[config.mk]
export PLATFORM = sky130hd
export DESIGN_NAME = header_line_splitter_core
export DESIGN_NICKNAME = d
export VERILOG_FILES = /design/src/hls_pkg.sv /design/src/header_line_splitter_core.sv
export SDC_FILE = /design/constraint.sdc
export NUM_CORES = 1
export LEC_CHECK = 0
export BUFFER_PORTS_ARGS = -buffer_cell sky130_fd_sc_hd__buf_2
export CORE_MARGIN = 1.5
export CORE_UTILIZATION = 30
export DETAILED_ROUTE_END_ITERATION = 8
export PLACE_DENSITY = 0.49
export SYNTH_ARGS = -nofsm -noshare
export SYNTH_HDL_FRONTEND = slang
export SYNTH_SLANG_ARGS = --single-unit
[constraint.sdc]
create_clock -name clock -period 15.7 [get_ports clock]
set_input_delay 0.785 -clock clock [delete_from_list [all_inputs] [get_ports clock]]
set_output_delay 0.785 -clock clock [all_outputs]
set_load 0.05 [all_outputs]
[src/hls_pkg.sv]
// Shared types and constants for the header line splitter.
package hls_pkg;

   localparam int OFFSET_BITS = 16;
   localparam int OUT_BITS    = 16;

   localparam logic [7:0] CHAR_HASH  = 8'h23;
   localparam logic [7:0] CHAR_COLON = 8'h3A;
   localparam logic [7:0] CHAR_LF    = 8'h0A;
   localparam logic [7:0] CHAR_CR    = 8'h0D;
   localparam logic [7:0] CHAR_SPACE = 8'h20;
   localparam logic [7:0] CHAR_TAB   = 8'h09;

   typedef logic [OFFSET_BITS-1:0] offset_type;

   typedef enum logic [2:0] {
      PH_SKIP    = 3'd0,
      PH_COMMENT = 3'd1,
      PH_FIELD   = 3'd2,
      PH_BLANKS  = 3'd3,
      PH_VALUE   = 3'd4
   } phase_type;

   typedef struct packed {
      logic [7:0] data_byte;
      logic       last_byte;
   } req_payload_type;

   typedef struct packed {
      logic                line_found;
      logic [OUT_BITS-1:0] field_start;
      logic [OUT_BITS-1:0] field_length;
      logic [OUT_BITS-1:0] value_start;
      logic [OUT_BITS-1:0] value_length;
      logic                end_of_buffer;
   } rsp_payload_type;

endpackage

[src/header_line_splitter_core.sv]
// Header line splitter: byte-serial "field: value" line scanner with buffered results.
//
// Takes one header byte per cycle while req_ready is high and reports each
// "field: value" line, as offsets and lengths, when its CR or LF arrives; a
// byte flagged last_byte also yields a result with end_of_buffer set and
// returns the scanner to offset zero. Scan phase and offset registers update on the
// accepting edge; a result is registered in rsp_ff, or in skid_ff while the
// head waits. Results pass through a two-entry output buffer, so req_ready
// stays high while one result waits; it drops only when both entries are full.
// There is no start-up pass after reset. Offsets saturate at 2**OFFSET_BITS-1.
module header_line_splitter_core (
   input  logic                     clock,
   input  logic                     reset,
   input  logic                     req_valid,
   output logic                     req_ready,
   input  hls_pkg::req_payload_type req_payload,
   output logic                     rsp_valid,
   input  logic                     rsp_ready,
   output hls_pkg::rsp_payload_type rsp_payload
);
   import hls_pkg::*;

   localparam offset_type OFFSET_MAX = '1;

   phase_type       phase_ff, phase_in;
   offset_type      offset_ff, offset_in;
   offset_type      field_begin_ff, field_begin_in;
   offset_type      field_size_ff, field_size_in;
   offset_type      value_begin_ff, value_begin_in;

   rsp_payload_type rsp_ff, skid_ff, result;
   logic            rsp_valid_ff, skid_valid_ff;

   logic            req_fire, rsp_pop, push;
   logic            is_alnum, is_eol, is_blank, found;
   logic [7:0]      ch;
   offset_type      vlen;

   assign ch       = req_payload.data_byte;
   assign req_fire = req_valid && req_ready;
   assign rsp_pop  = rsp_valid_ff && rsp_ready;

   assign is_alnum = (ch >= 8'h30 && ch <= 8'h39) || (ch >= 8'h41 && ch <= 8'h5A) ||
                     (ch >= 8'h61 && ch <= 8'h7A);
   assign is_eol   = (ch == CHAR_LF) || (ch == CHAR_CR);
   assign is_blank = (ch == CHAR_SPACE) || (ch == CHAR_TAB);

   // next scan phase
   always_comb begin
      phase_in = phase_ff;
      case (phase_ff)
         PH_SKIP: begin
            if (ch == CHAR_HASH) phase_in = PH_COMMENT;
            else if (is_alnum)   phase_in = PH_FIELD;
         end
         PH_COMMENT: begin
            if (is_eol) phase_in = PH_SKIP;
         end
         PH_FIELD: begin
            if (ch == CHAR_COLON) phase_in = PH_BLANKS;
            else if (is_eol)      phase_in = PH_SKIP;
         end
         PH_BLANKS: begin
            if (!is_blank) phase_in = is_eol ? PH_SKIP : PH_VALUE;
         end
         PH_VALUE: begin
            if (is_eol) phase_in = PH_SKIP;
         end
         default: phase_in = PH_SKIP;
      endcase
      if (req_payload.last_byte) phase_in = PH_SKIP;
   end

   // position registers and result
   always_comb begin
      field_begin_in = field_begin_ff;
      field_size_in  = field_size_ff;
      value_begin_in = value_begin_ff;
      found          = 1'b0;
      vlen           = '0;
      case (phase_ff)
         PH_SKIP: begin
            if (ch != CHAR_HASH && is_alnum) field_begin_in = offset_ff;
         end
         PH_FIELD: begin
            if (ch == CHAR_COLON) field_size_in = offset_ff - field_begin_ff;
         end
         PH_BLANKS: begin
            if (!is_blank) begin
               value_begin_in = offset_ff;
               found          = is_eol;
            end
         end
         PH_VALUE: begin
            if (is_eol) begin
               found = 1'b1;
               vlen  = offset_ff - value_begin_ff;
            end
         end
         default: ;
      endcase

      offset_in = (offset_ff != OFFSET_MAX) ? offset_ff + 1'b1 : offset_ff;

      result.line_found    = found;
      result.field_start   = found ? OUT_BITS'(field_begin_in) : '0;
      result.field_length  = found ? OUT_BITS'(field_size_in) : '0;
      result.value_start   = found ? OUT_BITS'(value_begin_in) : '0;
      result.value_length  = found ? OUT_BITS'(vlen) : '0;
      result.end_of_buffer = req_payload.last_byte;

      // last byte returns everything to reset values
      if (req_payload.last_byte) begin
         offset_in      = '0;
         field_begin_in = '0;
         field_size_in  = '0;
         value_begin_in = '0;
      end
   end

   assign push = req_fire && (found || req_payload.last_byte);

   always_ff @(posedge clock) begin
      if (reset) begin
         phase_ff       <= PH_SKIP;
         offset_ff      <= '0;
         field_begin_ff <= '0;
         field_size_ff  <= '0;
         value_begin_ff <= '0;
      end else if (req_fire) begin
         phase_ff       <= phase_in;
         offset_ff      <= offset_in;
         field_begin_ff <= field_begin_in;
         field_size_ff  <= field_size_in;
         value_begin_ff <= value_begin_in;
      end
   end

   // two-entry output buffer: rsp_ff is the head, skid_ff holds the overflow item
   always_ff @(posedge clock) begin
      if (reset) begin
         rsp_valid_ff  <= 1'b0;
         skid_valid_ff <= 1'b0;
      end else if (skid_valid_ff) begin
         if (rsp_pop) begin
            rsp_ff        <= skid_ff;
            skid_valid_ff <= 1'b0;
         end
      end else if (push) begin
         if (!rsp_valid_ff || rsp_pop) begin
            rsp_ff       <= result;
            rsp_valid_ff <= 1'b1;
         end else begin
            skid_ff       <= result;
            skid_valid_ff <= 1'b1;
         end
      end else if (rsp_pop) begin
         rsp_valid_ff <= 1'b0;
      end
   end

   assign req_ready   = !skid_valid_ff;
   assign rsp_valid   = rsp_valid_ff;
   assign rsp_payload = rsp_ff;

   a_skid_behind_head: assert property (@(posedge clock) disable iff (reset)
      skid_valid_ff |-> rsp_valid_ff)
      else $error("skid entry held without a head item");

   a_last_clears_state: assert property (@(posedge clock) disable iff (reset)
      req_fire && req_payload.last_byte |=> phase_ff == PH_SKIP && offset_ff == '0)
      else $error("state not cleared after last byte");

   a_offset_advance: assert property (@(posedge clock) disable iff (reset)
      req_fire && !req_payload.last_byte && offset_ff != OFFSET_MAX
      |=> offset_ff == $past(offset_ff) + 1'b1)
      else $error("byte offset did not advance");

   a_empty_result_zero: assert property (@(posedge clock) disable iff (reset)
      rsp_valid_ff && !rsp_ff.line_found
      |-> rsp_ff.end_of_buffer && rsp_ff.field_start == '0 && rsp_ff.field_length == '0
          && rsp_ff.value_start == '0 && rsp_ff.value_length == '0)
      else $error("result without a line carries nonzero fields");

endmodule

==> impl_metrics.tcl <==
set metrics [dict create \
    synth_common_cells "edfxtp_1 (132), nor2_1 (124), nand2_1 (87), dfxtp_1 (69), o31ai_1 (47)" \
    rsz0062_at_grt "no" \
    core_um2 32700 \
    start_kind "primary input" \
    wl_per_cell_um 17.11 \
    cts_resized 0 \
    synth_area_leaders "edfxtp_1 (39%), dfxtp_1 (14%), nor2_1 (4.6%)" \
    port_buffers 80 \
    io_pins 81 \
    grt_antenna_before_repair 1 \
    cts_hold_buffers 0 \
    die_area_um2 34570 \
    yosysMostFrequentCell "edfxtp_1" \
    cts-root-buf "clkbuf_16" \
    max_freq_mhz 290.4 \
    vias 7237 \
    crit_path_cell_trace "buf_2 > nor3_2 > o2111a_1 > nand2b_4 > inv_2 > o21ai_1 > nor4b_2 > buf_4" \
    power_per_cell_area_nw_per_um2 99.17 \
    cts_tree "done" \
    worstPathMaxFanout 66 \
    cts_buffer_depth 3 \
    grt_pass1_vias 6603 \
    layout-drive-gt1-share 0.1482 \
    drt-pass1-iter-count 4 \
    h-tree-depth 1 \
    routed_wl_um 25020 \
    route.met3.wl_um 1239 \
    yosysUniqueCellTypes 76 \
    final_cells 1462 \
    met1Wirelength_um 12890 \
    final-setup-viol-count 0 \
    grt_max_degree 67 \
    outcome "complete, no violations" \
    place_congestion 0.8139 \
    post_synth.cell_area_avg_um2 10.58 \
    fin_crit_ns 3.444 \
    tns_ns 0 \
    nets 1049 \
    min_path_type "flop to flop" \
    slew_violations 0 \
    slowest_delay_ns 0.75 \
    drt-initial-drc-count 649 \
    ant_nets 0 \
    die_y_um 185.9 \
    area_growth_pct 14.91 \
    rows 66 \
    irDropWorstVdd_mv 0.05638 \
    crit_required_ns 15.82 \
    dr.max_layer_used "met4" \
    whs_ns 0.4785 \
    async_reset_ff_frac 0 \
    crit_arrival_ns 3.56 \
    hold_viol 0 \
    slowest_stage "buf_4" \
    maxSlewHeadroom 0.3282 \
    synth_ff_type "edfxtp_1" \
    worstSetupPathType "primary input to flop" \
    dp.final_hpwl_um 17110 \
    end_kind "flop" \
    yosysSeqAreaShare 0.5324 \
    postCtsSetupRepairBufs 0 \
    max-cap-violations 0 \
    routed_via_density 4.950 \
    route.detailed.drc 0 \
    fin_crit_sh 0.2193 \
    grt_pass1_wl_um 38860 \
    grt_usage 0.1445 \
    synth_area_leader_cell "edfxtp_1" \
    die_w_um 185.9 \
    clk_latency_ns 0.50 \
    synth_top_area_frac 0.3948 \
    syn_inst 949 \
    worst-slew-pin-transition_ns 1.004 \
    met2RoutedLength_um 10480 \
    synth_edf_count 132 \
    cts.reportedPaths.clkPinSlew_ns 0.06 \
    cts_sinks 201 \
    leakage_nw 4.087 \
    synthesis.nets 995 \
    synth_warnings 0 \
    grt_overflow_total 0 \
    cts_buffers 23 \
    syn_area_um2 10040 \
    ys_seq_elements 201 \
    place_inst 1420 \
    finClkSkew_ns 0.006802 \
    initial_core_util 0.3070 \
]
## cell type report
| cell class | count | area [µm²] |
|---|---|---|
| fillers | 3279 | 21170 |
| diodes | 1 | 2.502 |
| multi-input cells | 645 | 4292 |
| well taps | 442 | 553.0 |
| inverters | 44 | 165.2 |
| flip-flops and latches | 201 | 5349 |
| clock inverters | 9 | 95.09 |
| clock buffers | 32 | 619.3 |
| repair buffers | 88 | 460.4 |
## registers in the layout (all words and copies together) (netlist names)
signal          flops
phase_ff            3
rsp_valid           1
field_size_ff      16
rsp_payload        66
value_begin_ff     16
field_begin_ff     16
offset_ff          16
skid_valid_ff       1
skid_ff            66
## worst paths after layout
kind / from / endpoint / slack (ns) / cells past startpoint
worst max-delay path: req_payload[5] / skid_ff[57] / 12.26 / 8
worst min register to register: field_size_ff[15] / field_size_ff[15] / 0.48 / 1
worst max register to register: phase_ff[1] / skid_ff[57] / 12.53 / 8
worst min-delay path: field_size_ff[15] / field_size_ff[15] / 0.48 / 1
## worst max-delay path: cells and delay by family
family	cells	cell delay, ns
AO/OA/AOI/OAI	2	0.59
buffers and inverters	3	1.13
AND/OR/NAND/NOR	3	0.96
## stage by stage
| step | setup slack [ns] | cell area [µm²] | util | power [mW] |
|---|---|---|---|---|
| floorplan | 6.400 | 10040 | - | 0.6268 |
| global placement | 11.82 | 10820 | 0.3308 | 0.6421 |
| detailed placement | 11.74 | 10820 | 0.3308 | 0.6423 |
| CTS | 12.27 | 11530 | 0.3527 | 1.161 |
| global route | 12.05 | 11540 | 0.3528 | 1.187 |
| finish | 12.26 | 11540 | 0.3528 | 1.144 |
## cell usage in the layout (no fill, tap or decap), types with 4 or more instances in the layout
| master | n |
|---|---|
| a211oi_1 | 4 |
| a21o_1 | 11 |
| a21oi_1 | 39 |
| a22o_1 | 27 |
| a22oi_1 | 17 |
| a31oi_1 | 4 |
| and2_1 | 7 |
| buf_2 | 80 |
| buf_4 | 8 |
| clkbuf_1 | 8 |
| clkbuf_16 | 23 |
| dfxtp_1 | 68 |
| edfxtp_1 | 132 |
| ha_1 | 31 |
| inv_1 | 42 |
| mux2_2 | 8 |
| mux2i_1 | 34 |
| nand2_1 | 87 |
| nand2b_1 | 4 |
| nand3_1 | 19 |
| nand4_1 | 14 |
| nor2_1 | 124 |
| nor2b_1 | 10 |
| nor3_1 | 10 |
| nor3b_1 | 5 |
| o211ai_1 | 8 |
| o21a_1 | 7 |
| o21ai_0 | 23 |
| o21ai_1 | 6 |
| o31ai_1 | 47 |
| or3_1 | 4 |
| xnor2_1 | 16 |
| xor2_1 | 20 |
## metal layers
metal  global-route usage  vias up
met5                    0        -
met4              0.03419        0
met3              0.02270       25
met2               0.2091      181
met1               0.2221     3439
li1                     -     3592
## cells by family after synthesis
kind of cell / Yosys count / synth area share
fa+ha+maj: 33 / 0.04262
compound gates: 225 / 0.1616
flops: 201 / 0.5324
simple gates: 309 / 0.1458
buf+inv: 103 / 0.04324
mux: 42 / 0.04287
xor+xnor: 36 / 0.03141
## where the power goes
group	internal [mW]	switching [mW]	total (mW)
logic	0.0145	0.0465	0.0610
clock network	0.307	0.206	0.514
registers	0.566	0.00353	0.569
total	0.888	0.256	1.14
No activity file was read; power rests on OpenSTA's default activity.
